<file path="src/sv/isrs_pkg.sv">
// ----------------------------------------------------------------------------
// isrs_pkg: shared types and constants of the I2C sensor register reader
// Control flag masks, bus event codes and the sequencer state record.
// ----------------------------------------------------------------------------
package isrs_pkg;

  // Control flag bits of the I2C controller.
  localparam logic [3:0] FL_NONE = 4'h0;
  localparam logic [3:0] FL_STA  = 4'h1;
  localparam logic [3:0] FL_STO  = 4'h2;
  localparam logic [3:0] FL_SI   = 4'h4;
  localparam logic [3:0] FL_AA   = 4'h8;

  // Word kinds on the input side.
  localparam logic ACT_START = 1'b0;
  localparam logic ACT_EVENT = 1'b1;

  // Bus status event codes.
  typedef enum logic [3:0] {
    EV_START_SENT = 4'd0,
    EV_REP_START  = 4'd1,
    EV_SLAW_ACK   = 4'd2,
    EV_SLAW_NACK  = 4'd3,
    EV_DATA_ACK   = 4'd4,
    EV_DATA_NACK  = 4'd5,
    EV_ARB_LOST   = 4'd6,
    EV_SLAR_ACK   = 4'd7,
    EV_RX_ACK     = 4'd8,
    EV_RX_NACK    = 4'd9,
    EV_STOP_RCVD  = 4'd10,
    EV_OTHER      = 4'd11
  } event_t;

  // Fields of one input word.
  typedef struct packed {
    logic       action;
    logic [3:0] event_req;
    logic [7:0] rx_byte;
    logic [6:0] slave_addr;
    logic [1:0] write_count;
    logic [7:0] first_reg;
    logic [7:0] second_reg;
    logic [2:0] first_reads;
    logic [2:0] second_reads;
  } item_t;

  // Fields of one result word.
  typedef struct packed {
    logic [3:0] ctrl_set;
    logic [3:0] ctrl_clear;
    logic       tx_valid;
    logic [7:0] tx_byte;
    logic       rx_valid;
    logic [2:0] rx_index;
    logic [7:0] rx_data;
    logic       done_res;
  } result_t;

  // Transaction context held between words.
  typedef struct packed {
    logic [6:0]      target_addr;
    logic [1:0]      writes_left;
    logic [1:0][7:0] pointer_bytes;
    logic [1:0][2:0] reads_left;
    logic            pointer_index;
  } seq_state_t;

  // Counter commands from the decoder to the top level.
  typedef struct packed {
    logic load;
    logic ptr_adv;
    logic store_adv;
  } step_ctl_t;

endpackage

</file>
<file path="src/sv/isrs_decode.sv">
// ----------------------------------------------------------------------------
// isrs_decode: per-word decode of the register read sequencer
// Maps one input word and the current context to a result and a new context.
// ----------------------------------------------------------------------------
module isrs_decode
  import isrs_pkg::*;
(
  input  item_t      item,
  input  seq_state_t st,
  input  logic [2:0] store_pos,
  output result_t    res,
  output seq_state_t st_next,
  output step_ctl_t  ctl
);

  logic       p;
  logic [2:0] r;
  logic [2:0] r_dec;

  assign p     = st.pointer_index;
  assign r     = st.reads_left[p];
  assign r_dec = (r != 3'd0) ? r - 3'd1 : 3'd0;

  always_comb begin
    res     = '0;
    st_next = st;
    ctl     = '0;
    if (item.action == ACT_START) begin
      st_next.target_addr      = item.slave_addr;
      st_next.writes_left      = item.write_count;
      st_next.pointer_bytes[0] = item.first_reg;
      st_next.pointer_bytes[1] = item.second_reg;
      st_next.reads_left[0]    = item.first_reads;
      st_next.reads_left[1]    = item.second_reads;
      st_next.pointer_index    = 1'b0;
      ctl.load                 = 1'b1;
      res.ctrl_set             = FL_STA;
      res.ctrl_clear           = FL_AA | FL_SI | FL_STA | FL_STO;
    end else begin
      case (event_t'(item.event_req))
        EV_START_SENT: begin
          res.ctrl_clear = FL_SI | FL_STA;
          res.tx_valid   = 1'b1;
          res.tx_byte    = {st.target_addr, 1'b0};
        end
        EV_REP_START: begin
          res.ctrl_clear = FL_SI | FL_STA;
          res.tx_valid   = 1'b1;
          res.tx_byte    = {st.target_addr, 1'b1};
        end
        EV_SLAW_ACK: begin
          if (st.writes_left != 2'd0) begin
            st_next.writes_left = st.writes_left - 2'd1;
          end
          res.ctrl_clear = FL_STA | FL_STO | FL_SI;
          res.tx_valid   = 1'b1;
          res.tx_byte    = st.pointer_bytes[p];
        end
        EV_DATA_ACK: begin
          // Pointer sent: restart for reading, or stop if nothing to read.
          if (r != 3'd0) begin
            res.ctrl_set   = FL_STA;
            res.ctrl_clear = FL_SI;
          end else begin
            res.ctrl_set   = FL_STO;
            res.ctrl_clear = FL_STA | FL_SI;
          end
        end
        EV_SLAR_ACK: begin
          if (r > 3'd1) begin
            res.ctrl_set   = FL_AA;
            res.ctrl_clear = FL_STA | FL_STO | FL_SI;
          end else begin
            res.ctrl_clear = FL_AA | FL_STA | FL_STO | FL_SI;
          end
        end
        EV_RX_ACK: begin
          ctl.store_adv         = 1'b1;
          st_next.reads_left[p] = r_dec;
          res.rx_valid          = 1'b1;
          res.rx_index          = store_pos;
          res.rx_data           = item.rx_byte;
          if (r_dec > 3'd1) begin
            res.ctrl_set   = FL_AA;
            res.ctrl_clear = FL_STA | FL_STO | FL_SI;
          end else begin
            res.ctrl_clear = FL_AA | FL_STA | FL_STO | FL_SI;
          end
        end
        EV_RX_NACK: begin
          ctl.store_adv         = 1'b1;
          st_next.reads_left[p] = r_dec;
          res.rx_valid          = 1'b1;
          res.rx_index          = store_pos;
          res.rx_data           = item.rx_byte;
          if (st.writes_left != 2'd0) begin
            // Another pointer follows: stop and start again.
            ctl.ptr_adv    = 1'b1;
            res.ctrl_set   = FL_STO | FL_STA;
            res.ctrl_clear = FL_SI;
          end else begin
            res.ctrl_set   = FL_STO;
            res.ctrl_clear = FL_STA | FL_SI;
            res.done_res   = 1'b1;
          end
        end
        EV_STOP_RCVD: begin
          res.ctrl_set   = FL_AA;
          res.ctrl_clear = FL_SI;
        end
        EV_DATA_NACK, EV_ARB_LOST: begin
          res.ctrl_set   = FL_STO;
          res.ctrl_clear = FL_SI;
        end
        default: begin
          res.ctrl_clear = FL_SI;
        end
      endcase
    end
  end

endmodule

</file>
<file path="src/sv/i2c_sensor_register_read_sequencer.sv">
// ----------------------------------------------------------------------------
// i2c_sensor_register_read_sequencer: I2C register read command sequencer
// Turns start words and bus status events into controller flag commands.
// ----------------------------------------------------------------------------
// Usage notes.
// The slave side (s_*) takes one word per handshake. s_tuser selects the kind
// of word: a start word loads the sensor address, the number of register
// pointers, the pointer bytes and the read count for each pointer; an event
// word reports one status code of the I2C controller with its received byte.
// Every accepted word yields exactly one result word on the master side
// (m_*): flag set and clear masks, an optional byte to transmit and an
// optional received byte with its storage position. m_tlast marks the word
// that carries the final byte of the transaction.
// The decode is a single combinational pass into the result register, so a
// result appears in the cycle after its word is accepted, and one word can be
// accepted in every cycle. The result register is the only buffer: while it
// holds an untaken word and the receiver stalls m_tready, s_tready drops; it
// rises again in the cycle the result is taken, so no bubble is inserted.
// Reset clears the transaction context, the pointer and storage counters and
// the result valid flag; no word is pending after reset.
// ----------------------------------------------------------------------------
module i2c_sensor_register_read_sequencer
  import isrs_pkg::*;
#(
  parameter int MAX_POINTERS = 2,
  parameter int RAW_DEPTH    = 8
) (
  input  logic        clk,
  input  logic        rst,
  input  logic        s_tvalid,
  output logic        s_tready,
  // event_req[3:0], rx_byte[11:4], slave_addr[18:12], write_count[20:19],
  // first_reg[28:21], second_reg[36:29], first_reads[39:37],
  // second_reads[42:40], zero fill [47:43]
  input  logic [47:0] s_tdata,
  // action[0]
  input  logic [0:0]  s_tuser,
  output logic        m_tvalid,
  input  logic        m_tready,
  // ctrl_set[3:0], ctrl_clear[7:4], tx_valid[8], tx_byte[16:9], rx_valid[17],
  // rx_index[20:18], rx_data[28:21], zero fill [31:29]
  output logic [31:0] m_tdata,
  // done_res
  output logic        m_tlast
);

  localparam int         IDX_W      = (RAW_DEPTH > 1) ? $clog2(RAW_DEPTH) : 1;
  localparam logic [IDX_W-1:0] STORE_LAST = IDX_W'(RAW_DEPTH - 1);
  localparam logic       PTR_LAST   = 1'(MAX_POINTERS - 1);

  item_t            item;
  seq_state_t       st;
  seq_state_t       st_next;
  seq_state_t       st_step;
  step_ctl_t        ctl;
  result_t          res_comb;
  result_t          res;
  logic [IDX_W-1:0] store_index;
  logic [IDX_W+2:0] store_ext;
  logic             accept;

  // Unpack the input word.
  assign item.action       = s_tuser[0];
  assign item.event_req    = s_tdata[3:0];
  assign item.rx_byte      = s_tdata[11:4];
  assign item.slave_addr   = s_tdata[18:12];
  assign item.write_count  = s_tdata[20:19];
  assign item.first_reg    = s_tdata[28:21];
  assign item.second_reg   = s_tdata[36:29];
  assign item.first_reads  = s_tdata[39:37];
  assign item.second_reads = s_tdata[42:40];

  // The storage position is reported through a three bit field.
  assign store_ext = {3'b000, store_index};

  isrs_decode u_decode (
    .item      (item),
    .st        (st),
    .store_pos (store_ext[2:0]),
    .res       (res_comb),
    .st_next   (st_next),
    .ctl       (ctl)
  );

  // The pointer slot wraps after the last configured pointer.
  always_comb begin
    st_step = st_next;
    if (ctl.ptr_adv) begin
      st_step.pointer_index = (st.pointer_index == PTR_LAST) ? 1'b0
                                                             : st.pointer_index + 1'b1;
    end
  end

  // A new word may enter whenever the result register is empty or drains now.
  assign s_tready = !m_tvalid || m_tready;
  assign accept   = s_tvalid && s_tready;

  always_ff @(posedge clk) begin
    if (rst) begin
      st          <= '0;
      store_index <= '0;
      m_tvalid    <= 1'b0;
    end else begin
      if (accept) begin
        st       <= st_step;
        m_tvalid <= 1'b1;
        if (ctl.load) begin
          store_index <= '0;
        end else if (ctl.store_adv) begin
          store_index <= (store_index == STORE_LAST) ? '0 : store_index + 1'b1;
        end
      end else if (m_tready) begin
        m_tvalid <= 1'b0;
      end
    end
  end

  // Result payload; only loaded on an accepted word.
  always_ff @(posedge clk) begin
    if (accept) begin
      res <= res_comb;
    end
  end

  assign m_tdata = {3'b000, res.rx_data, res.rx_index, res.rx_valid, res.tx_byte,
                    res.tx_valid, res.ctrl_clear, res.ctrl_set};
  assign m_tlast = res.done_res;

endmodule
</file>
<file path="config.mk">
export PLATFORM = sky130hd
export DESIGN_NAME = i2c_sensor_register_read_sequencer
export DESIGN_NICKNAME = d
export VERILOG_FILES = /design/src/sv/isrs_pkg.sv /design/src/sv/isrs_decode.sv /design/src/sv/i2c_sensor_register_read_sequencer.sv
export SDC_FILE = /design/constraint.sdc
export NUM_CORES = 1
export LEC_CHECK = 0
export BUFFER_PORTS_ARGS = -buffer_cell sky130_fd_sc_hd__buf_2
export CAP_MARGIN = 30
export CORE_MARGIN = 2
export CORE_UTILIZATION = 33
export CTS_CLUSTER_SIZE = 10
export DETAILED_ROUTE_END_ITERATION = 16
export MAX_ROUTING_LAYER = met4
export PLACE_DENSITY_LB_ADDON = 0.25
export SYNTH_ARGS = -nofsm -noshare
export SYNTH_HDL_FRONTEND = slang
export SYNTH_HIERARCHICAL = 1
export SYNTH_SLANG_ARGS = --single-unit
</file>
<file path="constraint.sdc">
create_clock -name clk -period 3.4 [get_ports clk]
set_clock_uncertainty 0.15 [all_clocks]
set_input_delay 0.34 -clock clk [delete_from_list [all_inputs] [get_ports clk]]
set_output_delay 0.34 -clock clk [all_outputs]
set_load 0.03 [all_outputs]
</file>
-- Word-level counts from Yosys, hierarchy flattened
Cells that the tools add are included.
W data, S select, Z words.
- output and inout bits: 35
- flip-flop bits (word level): 66
- bits of input ports: 53
- memories kept: 0
- bits in read-only memories: 0
- latch bits: 0
- word-level logic and storage cells: 95
- bits in writable memories: 0
- div/mod/pow operators: 0
- muxes and demuxes: 36
- eq/ne operators: 15
- bitwise operators: 1
- reduce and logical (&&, ||, !) cells: 18
- shifts and indexed selects: 0
- multipliers: 0
- $add $sub $neg: 4
- order comparisons: 4
- operators by type and width (kind ; number):
    $pmux W4 S6 ; 2
    $pmux W9 S3 ; 1
    $mux W3 ; 7
    $mux W6 ; 3
    $eq A4 B3 Y1 const B ; 4
    $mux W4 ; 4
    $mux W8 ; 2
    $eq A4 B4 Y1 const B ; 3
    $mux W12 ; 1
    $reduce_and A2 Y1 ; 6
    $mux W1 ; 9
    $mux W2 ; 4
    $ne A2 B1 Y1 const B ; 4
    $bwmux W6 ; 1
    $gt A3 B1 Y1 const B ; 2
    $reduce_or A2 Y1 ; 3
    $mux W5 ; 1
    $eq A4 B1 Y1 const B ; 1
    $eq A4 B2 Y1 const B ; 1
    $logic_not A4 Y1 ; 1
    $reduce_bool A2 Y1 ; 2
    $add A3 B1 Y3 const B ; 1
    $demux W3 S1 ; 1
    $eq A3 B3 Y1 const B ; 1
    12 further kinds ; 13

-- Depth between registers and ports, before layout
Gate-level depths: netlist (run 1).
- depth in word-level cells: 7
- depth in mapped cells: 7

-- Cells and area by module
Netlist (run 1), hierarchy kept.
- modules (own cells, without submodules) (module ; cells an instance ; sequential area each (sq um) ; area an instance (sq um) ; times used):
    i2c_sensor_register_read_sequencer ; 205 ; 1621.6 ; 2597.5 ; 1
    isrs_decode ; 163 ; 0.0 ; 1018.5 ; 1

-- Worst setup path before layout (run 1)
OpenSTA, ideal clock, no wires.
- kind: register -> register
- start point: register m_tvalid
- end point: register, netlist name st[0]
- data required time: 3.046 ns
- arrival time: 2.256 ns
- library setup time: 0.204 ns
- cell stages (with the launch flop): 5
- setup slack: 0.791 ns
- path through: dfxtp_1 > nor2b_4 > buf_6 > nor2_1 > a311oi_2
- word-level cells in the longest chain between the ends: 4
- ends and longest elaborated chain (item ; RTL line ; RTL):
    start, declared ; i2c_sensor_register_read_sequencer.sv:38 ; output logic m_tvalid,
    start signal, assigned ; i2c_sensor_register_read_sequencer.sv:102 ; m_tvalid <= 1'b0;
    start signal, assigned ; i2c_sensor_register_read_sequencer.sv:106 ; m_tvalid <= 1'b1;
    start signal, assigned ; i2c_sensor_register_read_sequencer.sv:113 ; m_tvalid <= 1'b0;
    $logic_not A1 Y1 ; i2c_sensor_register_read_sequencer.sv:95 ; assign s_tready = !m_tvalid || m_tready;
    $logic_or A1 B1 Y1 ; i2c_sensor_register_read_sequencer.sv:95 ;
    $logic_and A1 B1 Y1 ; i2c_sensor_register_read_sequencer.sv:96 ; assign accept = s_tvalid && s_tready;
    net accept ; i2c_sensor_register_read_sequencer.sv:60 ; logic accept;
    $reduce_and A2 Y1 (no line) ; - ;
The timed path passes the listed nets, and every way through them passes these cells.
A chain may end at the register's enable or synchronous reset.

-- Worst setup path after layout (run 1)
- start point: register, netlist name st[0]
- end point: register res (netlist bit m_tdata[4]), data pin
- word-level cells in the longest chain between the ends: 5
- ends and longest elaborated chain (item ; RTL line ; RTL):
    $mux W3 (implied by the code) (2 in series) ; isrs_decode.sv:21 ; assign r = st.reads_left[p];
    $reduce_bool A3 Y1 ; isrs_decode.sv:61 ; if (r != 3'd0) begin
    $mux W6 ; isrs_decode.sv:61 ;
    $pmux W4 S6 ; isrs_decode.sv:40 ; case (event_t'(item.event_req))
    end signal, assigned ; i2c_sensor_register_read_sequencer.sv:121 ; res <= res_comb;
    end, declared ; i2c_sensor_register_read_sequencer.sv:57 ; result_t res;
No other way between the ends. The select of a mux whose other input is x is not followed.

==> results of run 1 <==
## critical path: cells and delay by family, from the launching register on
kind | cells | cell delay (ns)
DFF | 1 | 0.84
and+or+nand+nor | 3 | 0.60
AOI/OAI and AO/OA | 1 | 0.26
## logic make-up (layout without fill, tap and decap cells)
family | after synthesis | after routing | synth area share
mux | 25 | 25 | 0.07543
fa+ha+maj | 2 | 2 | 0.006919
flops | 66 | 66 | 0.4484
xor+xnor | 1 | 1 | 0.002423
buf+inv | 48 | 111 | 0.08789
other cells | 3 | 5 | 0.003114
compound gates | 111 | 111 | 0.1844
simple gates | 112 | 112 | 0.1913
## area by class of cell
cell class | instances | area (um^2) | share of cell area
Multi-Input combinational cell | 256 | 1692 | 0.4059
Sequential cell | 66 | 1622 | 0.3891
Timing Repair Buffer | 83 | 425.4 | 0.1021
Tap cell | 140 | 175.2 | 0.04203
Clock buffer | 9 | 123.9 | 0.02972
Clock inverter | 7 | 70.07 | 0.01681
Inverter | 12 | 60.06 | 0.01441
## routing by layer
metal  global-route usage  vias up  share of wire
li1                     -     1442              -
met1               0.2034     1401           0.45
met2               0.2170      115           0.45
met3              0.03646       19          0.067
met4              0.07143        0          0.025
met5                    -        -              0
## sequential cells by signal, summed over array words and instances (netlist names)
signal and count:
st 32, m_tdata 29, store_index 3, m_tlast 1, m_tvalid 1
## final timing paths
path                       startpoint               endpoint  slack (ns)  depth (start not counted)
setup / recovery   st[0]$_SDFFE_PP0P_   m_tdata[4]$_DFFE_PP_        1.29                          4
hold / removal             s_tdata[9]  m_tdata[26]$_DFFE_PP_        0.11                          2
setup reg to reg   st[0]$_SDFFE_PP0P_   m_tdata[4]$_DFFE_PP_        1.29                          4
hold reg to reg   st[29]$_SDFFE_PP0P_    st[29]$_SDFFE_PP0P_        0.33                          2
## placed cells by master, fill, tap and decap left out, types with 12 or more instances in the layout
| master | instances |
|---|---|
| dfxtp_1 | 36 |
| mux2_2 | 17 |
| edfxtp_1 | 30 |
| nand3_2 | 18 |
| nor2_1 | 15 |
| nand3_1 | 17 |
| o21ai_0 | 20 |
| and2_1 | 12 |
| o21ai_1 | 23 |
| nand2_1 | 19 |
| a21oi_1 | 32 |
| buf_2 | 79 |
## through the flow
stage	util	cells
after global routing	0.3879	573
after global placement	0.3698	557
after floorplan	-	370
after CTS	0.3879	573
after detailed placement	0.3698	557
final	0.3879	573
## power by group
group / switching (mW) / leakage [nW] / internal, mW / total, mW
clock network: 0.317 / 0.0889 / 0.335 / 0.652
logic: 0.181 / 0.862 / 0.0940 / 0.275
registers: 0.0209 / 0.592 / 0.870 / 0.891
total: 0.519 / 1.54 / 1.30 / 1.82
==> metrics.md, run 1 <==
| Metric | Value |
|---|---|
| Status | `finished, final reports clean` |
| Final WS setup | `1.292 ns` |
| DP Worst Slack | `0.9907 ns` |
| Clock Sinks | `66` |
| CTS Buffer Depth | `2` |
| Slew @ Worst Pin | `around 0.87 ns` |
| Residual DRC | `0` |
| Routed WL per cell | `approximately 15 um` |
| Row cnt | `38` |
| Vias in the first global route | `about 2,700` |
| Die ar. | `11,810 um^2` |
| Violation count after the first detailed-route iteration | `~160` |
| Worst hold slack | `0.1093 ns` |
| HPWL after DPL | `5.622 mm` |
| Leading area contributor after synthesis | `edfxtp_1` |
| I/O Buffers | `79` |
| Arrival time worst endpoint | `2.05 ns` |
| Sequential element share of the synthesized area | `0.4484` |
| Setup Viol. Count Final | `0` |
| CP startpoint kind | `flip-flop` |
| Max Clock Freq | `between 400 and 500 MHz` |
| GRT Total Usage | `0.1523` |
| Synth Flop Type | `dfxtp_1` |
| CTS tree | `done` |
| CTS Buf Count | `9` |
| Power per cell area | `436.2 nW/um^2` |
| RSZ-0062 raised after global routing | `no` |
| Final critical-path required period | `2.108 ns` |
| Async SR Flop Fraction | `0` |
| N_diodes | `0` |
| Slowest cell on the critical path | `dfxtp_1` |
| Yosys reg bits | `66` |
| Setup crit end kind | `flip-flop` |
| Worst Path Max Fanout | `17` |
| CTS hold repair buffers | `0` |
| Width of the die | `108.7 um` |
| Post-DRT Antenna Nets | `0` |
| Synth warnings | `6` |
| Final Cycle Share | `0.6199` |
| VDD IR max | `0.0002103 V` |
| Setup CP Type | `flip-flop to flip-flop` |
| Die Height | `roughly 110 um` |
| Clk_lat worst skew | `0.35 ns` |
| Number of setup buffers added after CTS | `0` |
| CORE AREA | `10,750 um^2` |
| Cell mode on critical path | `nor4_1` |
| Routed WL | `around 8.6 mm` |
| Reg clk slew, reported paths | `0.08 ns` |
| Grt ovf | `0` |
| I/O pins | `88` |
| Req. time, crit path | `approximately 3.4 ns` |
| MaxCap Viol Count | `0` |
| Starting Density | `0.3365` |
| Cell Area, Placed | `3974 um^2` |
| Cts repair resizes | `0` |
| Via density | `around 5.2` |
| Hold Vio Cnt, Final | `0` |
| Drt first pass iters | `4` |
| Htree depth | `3` |
| Nets | `483` |
| Post-synth top area share | `0.2491` |
| Largest cells by area after synthesis | `edfxtp_1, dfxtp_1, mux2_2, nand3_2, a21oi_1` |
| Largest net degree at the start of global routing | `38` |
| First-pass GRT wire length | `13.50 mm` |
| Number of fill cells | `between 1,000 and 1,500` |
| Slew margin rel. | `0.4178` |
| Final setup TNS | `0 ns` |
| Layout area overhead | `15.26%` |
| CTS root buffer | `clkbuf_8` |
| Worst Hold Class | `input pin to flip-flop` |
| Syn Area/Cell | `just under 10 um^2` |
| GP Congestion | `0.7350` |
| Post-synth EDFFs | `30` |
| Yosys cell types | `54` |
| Cell area after synthesis | `3616 um^2` |
| Syn Inst Count | `368` |
| Via count | `2,977` |
| Commonest cells post-synth | `dfxtp_1, a21oi_1, edfxtp_1, o21ai_1, o21ai_0` |
| P_leak | `approximately 1.5 nW` |
| Pins Over Slew Limit | `0` |
| Top-count cell post-synth | `dfxtp_1` |
| Crit path cell chain | `nor4_1 -> a21oi_1 -> nor4_1 -> or3_1` |
| Post-Layout Inst Area | `between 4000 and 5000 um^2` |
| Power consumption | `1.818 mW` |
| Initial antenna violation count | `0` |
| Layout cells sized above 1 | `0.3557` |
| Critical Path Max Stage Delay | `0.84 ns` |
Note: power is estimated with default switching activity, not from simulation.
==> inputs of run 2 (changes only) <==
- ABC_AREA: default -> 1
- clock period: 3.4 -> 1.7 ns (I/O delays scaled with it)
==> run 2 against run 1 <==
Net effect:
- sequential power is 100% higher
- utilization grew 4.4 points
- critical endpoint is now st[4]$_SDFFE_PP0P_
- via count rose by 4.4%
- total power up 120%
- sequential share of layout area is 0.82 points lower
- highest routed layer unchanged
- setup slack worse by 1.2 ns
- clock-buffer cell count is the same
- largest cell class is now sequential cells
- global-route usage increased by 0.61 points
- flip-flop and latch count unchanged
- cell area increased by 2.2%
- register-to-register slack got worse by 1.2 ns
==> metrics.md, run 2 <==
| Metric | Value |
|---|---|
| Status | `finished, final reports clean (unchanged)` |
| Max Clock Freq | `639.8 MHz (was 474.4 MHz)` |
| Final setup TNS | `0 ns (unchanged)` |
| Slowest cell on the critical path | `dfxtp_1 (unchanged)` |
| RSZ-0062 raised after global routing | `no (unchanged)` |
| Synth Flop Type | `dfxtp_1 (unchanged)` |
| VDD IR max | `0.0004962 V (was 0.0002103 V)` |
| Grt ovf | `0 (unchanged)` |
| Hold path start | `s_tdata[17] (was s_tdata[9])` |
| Sequential element share of the synthesized area | `0.4795 (was 0.4484)` |
| Routed WL per cell | `11.88 um (was 14.98 um)` |
| Final critical-path required period | `1.563 ns (was 2.108 ns)` |
| Row cnt | `36 (was 38)` |
| Worst hold slack | `0.009024 ns (was 0.1093 ns)` |
| Post-synth EDFFs | `30 (unchanged)` |
| Largest cells by area after synthesis | `edfxtp_1, dfxtp_1, nand2_1, nor2_1, o21ai_1 (was edfxtp_1, dfxtp_1, mux2_2, nand3_2, a21oi_1)` |
| Synth warnings | `6 (unchanged)` |
| Worst Hold Class | `input pin to flip-flop (unchanged)` |
| Critical Path Max Stage Delay | `0.37 ns (was 0.84 ns)` |
| Async SR Flop Fraction | `0 (unchanged)` |
| Setup CP Type | `flip-flop to flip-flop (unchanged)` |
| Crit path cell chain | `inv_2 -> o21ai_2 -> nand2_1 -> nand3_1 -> a21oi_1 -> o21ai_0 -> nor2_1 (was nor4_1 -> a21oi_1 -> nor4_1 -> or3_1)` |
| Nets | `602 (was 483)` |
| Arrival time worst endpoint | `1.66 ns (was 2.05 ns)` |
| Crit path from | `st[0]$_SDFFE_PP0P_ (unchanged)` |
| Most flop-heavy register | `st (unchanged)` |
| Largest net degree at the start of global routing | `38 (unchanged)` |
| Vias in the first global route | `2,954 (was 2,705)` |
| Reg clk slew, reported paths | `0.08 ns (about the same)` |
| Cell Area, Placed | `3896 um^2 (was 3974 um^2)` |
| Layout area overhead | `25.90% (was 15.26%)` |
| Post-Layout Inst Area | `4258 um^2 (was 4168 um^2)` |
| Drt first pass iters | `4 (unchanged)` |
| Yosys cell types | `28 (was 54)` |
| CTS tree | `done (unchanged)` |
| CTS Buffer Depth | `2 (unchanged)` |
| I/O pins | `88 (unchanged)` |
| CP startpoint kind | `flip-flop (unchanged)` |
| Syn Area/Cell | `7.400 um^2 (was 9.826 um^2)` |
| CTS Buf Count | `9 (unchanged)` |
| Top-count cell post-synth | `nand2_1 (was dfxtp_1)` |
| Layout Cells excl Fill | `685 (was 573)` |
| Most frequent cells in the layout | `nand2_1, nor2_1, buf_2 (was buf_2, dfxtp_1, a21oi_1)` |
| Placed cells | `656 (was 557)` |
| Clk_lat worst skew | `0.35 ns (about the same)` |
| Commonest non-fill, non-tap cell in the layout | `nand2_1 (was buf_2)` |
| MaxCap Viol Count | `0 (unchanged)` |
| Initial antenna violation count | `0 (unchanged)` |
| Routed WL | `8.139 mm (was 8.584 mm)` |
| Commonest cells post-synth | `nand2_1, nor2_1, dfxtp_1, edfxtp_1, o21ai_1 (was dfxtp_1, a21oi_1, edfxtp_1, o21ai_1, o21ai_0)` |
| R2r startpoint | `st[0]$_SDFFE_PP0P_ (unchanged)` |
| Residual DRC | `0 (unchanged)` |
| HPWL after DPL | `5.483 mm (was 5.622 mm)` |
| Die ar. | `11,070 um^2 (was 11,810 um^2)` |
| Power per cell area | `944.0 nW/um^2 (was 436.2 nW/um^2)` |
| CORE AREA | `9864 um^2 (was 10,750 um^2)` |
| Number of fill cells | `998 (was 1,121)` |
| Post-DRT Antenna Nets | `0 (unchanged)` |
| Syn Inst Count | `457 (was 368)` |
| Worst Path Max Fanout | `8 (was 17)` |
| Largest register FFs | `32 (unchanged)` |
| Final Cycle Share | `0.9194 (was 0.6199)` |
| Setup crit end kind | `flip-flop (unchanged)` |
| Leading area contributor after synthesis | `edfxtp_1 (unchanged)` |
| GRT Total Usage | `0.1583 (was 0.1523)` |
| Cts repair resizes | `0 (unchanged)` |
| Setup Viol. Count Final | `0 (unchanged)` |
| GP Congestion | `0.8036 (was 0.7350)` |
| Via density | `4.536 (was 5.195)` |
| Cell area after synthesis | `3382 um^2 (was 3616 um^2)` |
| Yosys reg bits | `66 (unchanged)` |
| First-pass GRT wire length | `13.70 mm (was 13.50 mm)` |
| Hold Vio Cnt, Final | `0 (unchanged)` |
| Clock Sinks | `66 (unchanged)` |
| Htree depth | `3 (unchanged)` |
| Die Height | `105.2 um (was 108.7 um)` |
| Req. time, crit path | `1.79 ns (was 3.35 ns)` |
| Width of the die | `105.2 um (was 108.7 um)` |
| I/O Buffers | `79 (unchanged)` |
| Post-synth top area share | `0.2664 (was 0.2491)` |
| Violation count after the first detailed-route iteration | `164 (was 157)` |
| N_diodes | `0 (unchanged)` |
| Via count | `3,107 (was 2,977)` |
| Pins Over Slew Limit | `0 (unchanged)` |
| P_leak | `1.968 nW (was 1.543 nW)` |
| Layout cells sized above 1 | `0.2246 (was 0.3557)` |
| Starting Density | `0.3428 (was 0.3365)` |
| CTS root buffer | `clkbuf_8 (unchanged)` |
| Core Util, Final | `0.4316 (was 0.3879)` |
==> run 2: changes by cell type in the layout (fill, tap and decap cells not counted), sizes merged, moves of 14 or more <==
cell and change:
mux2 -18, nand2 +116, nand3 -17, a21oi -34
nor2 +93, inv +14
==> run 2: final timing paths <==
| check | to | slack, ns | cells past startpoint |
|---|---|---|---|
| max | st[4]$_SDFFE_PP0P_ | 0.14 | 7 |
| max reg2reg | st[4]$_SDFFE_PP0P_ | 0.14 | 7 |
| min reg2reg | st[27]$_SDFFE_PP0P_ | 0.34 | 2 |
| min | st[30]$_SDFFE_PP0P_ | 0.009 | 5 |
==> run 2: critical path, delay by kind of cell, from the launching register on <==
kind                   cells  cell delay [ns]
AOI/OAI and AO/OA          3             0.51
buffers and inverters      1             0.10
DFF                        1             0.37
and+or+nand+nor            3             0.34
==> run 2: per-layer routing <==
layer  global-route usage  part of all wire  up-vias  routed length [um]
li1                     -                 -     1631                   -
met1               0.1948              0.46     1371                3758
met2               0.2599              0.47       93                3796
met3              0.04082             0.058       12                 475
met4              0.04000             0.013        0                 109
met5                    -                 0        -                   0
==> run 2: area by class of cell <==
| type | count | area (um^2) | share of cell area |
|---|---|---|---|
| clock inverter | 7 | 107.6 | 0.02527 |
| inverter | 26 | 102.6 | 0.02410 |
| sequential | 66 | 1622 | 0.3808 |
| timing repair buffer | 105 | 660.6 | 0.1552 |
| clock buffer | 9 | 123.9 | 0.02909 |
| multi-input combinational | 339 | 1475 | 0.3465 |
| tap | 133 | 166.4 | 0.03908 |
==> run 2: power by group <==
group / total, mW / internal [mW] / switching [mW] / leakage [nW]
sequential: 1.82 / 1.77 / 0.0562 / 0.600
clock: 1.57 / 0.959 / 0.614 / 0.118
combinational: 0.623 / 0.226 / 0.397 / 1.25
==> run 2: cell families after synthesis <==
kind of cell | count (synthesis) | synth area share
and+or+nand+nor | 270 | 0.3219
buffers and inverters | 54 | 0.08657
adders and majority gates | 2 | 0.007398
other | 3 | 0.003329
AOI/OAI and AO/OA | 62 | 0.1014
DFF | 66 | 0.4795
==> run 2: through the flow <==
| step | worst slack [ns] | power [mW] |
|---|---|---|
| 6_report | 0.1370 | 4.020 |
| 5_1_grt | 0.04088 | 4.210 |
| 3_5_place_dp | 0.1575 | 2.463 |
| 2_1_floorplan | 0.1770 | 2.287 |
| 4_1_cts | 0.1523 | 4.063 |
| 3_3_place_gp | 0.1968 | 2.451 |
==> run 2: timing repair <==
item	4_1_cts	5_1_grt
endpoints found under the hold margin	13	0
setup buffers	0	0
hold buffers	13	0
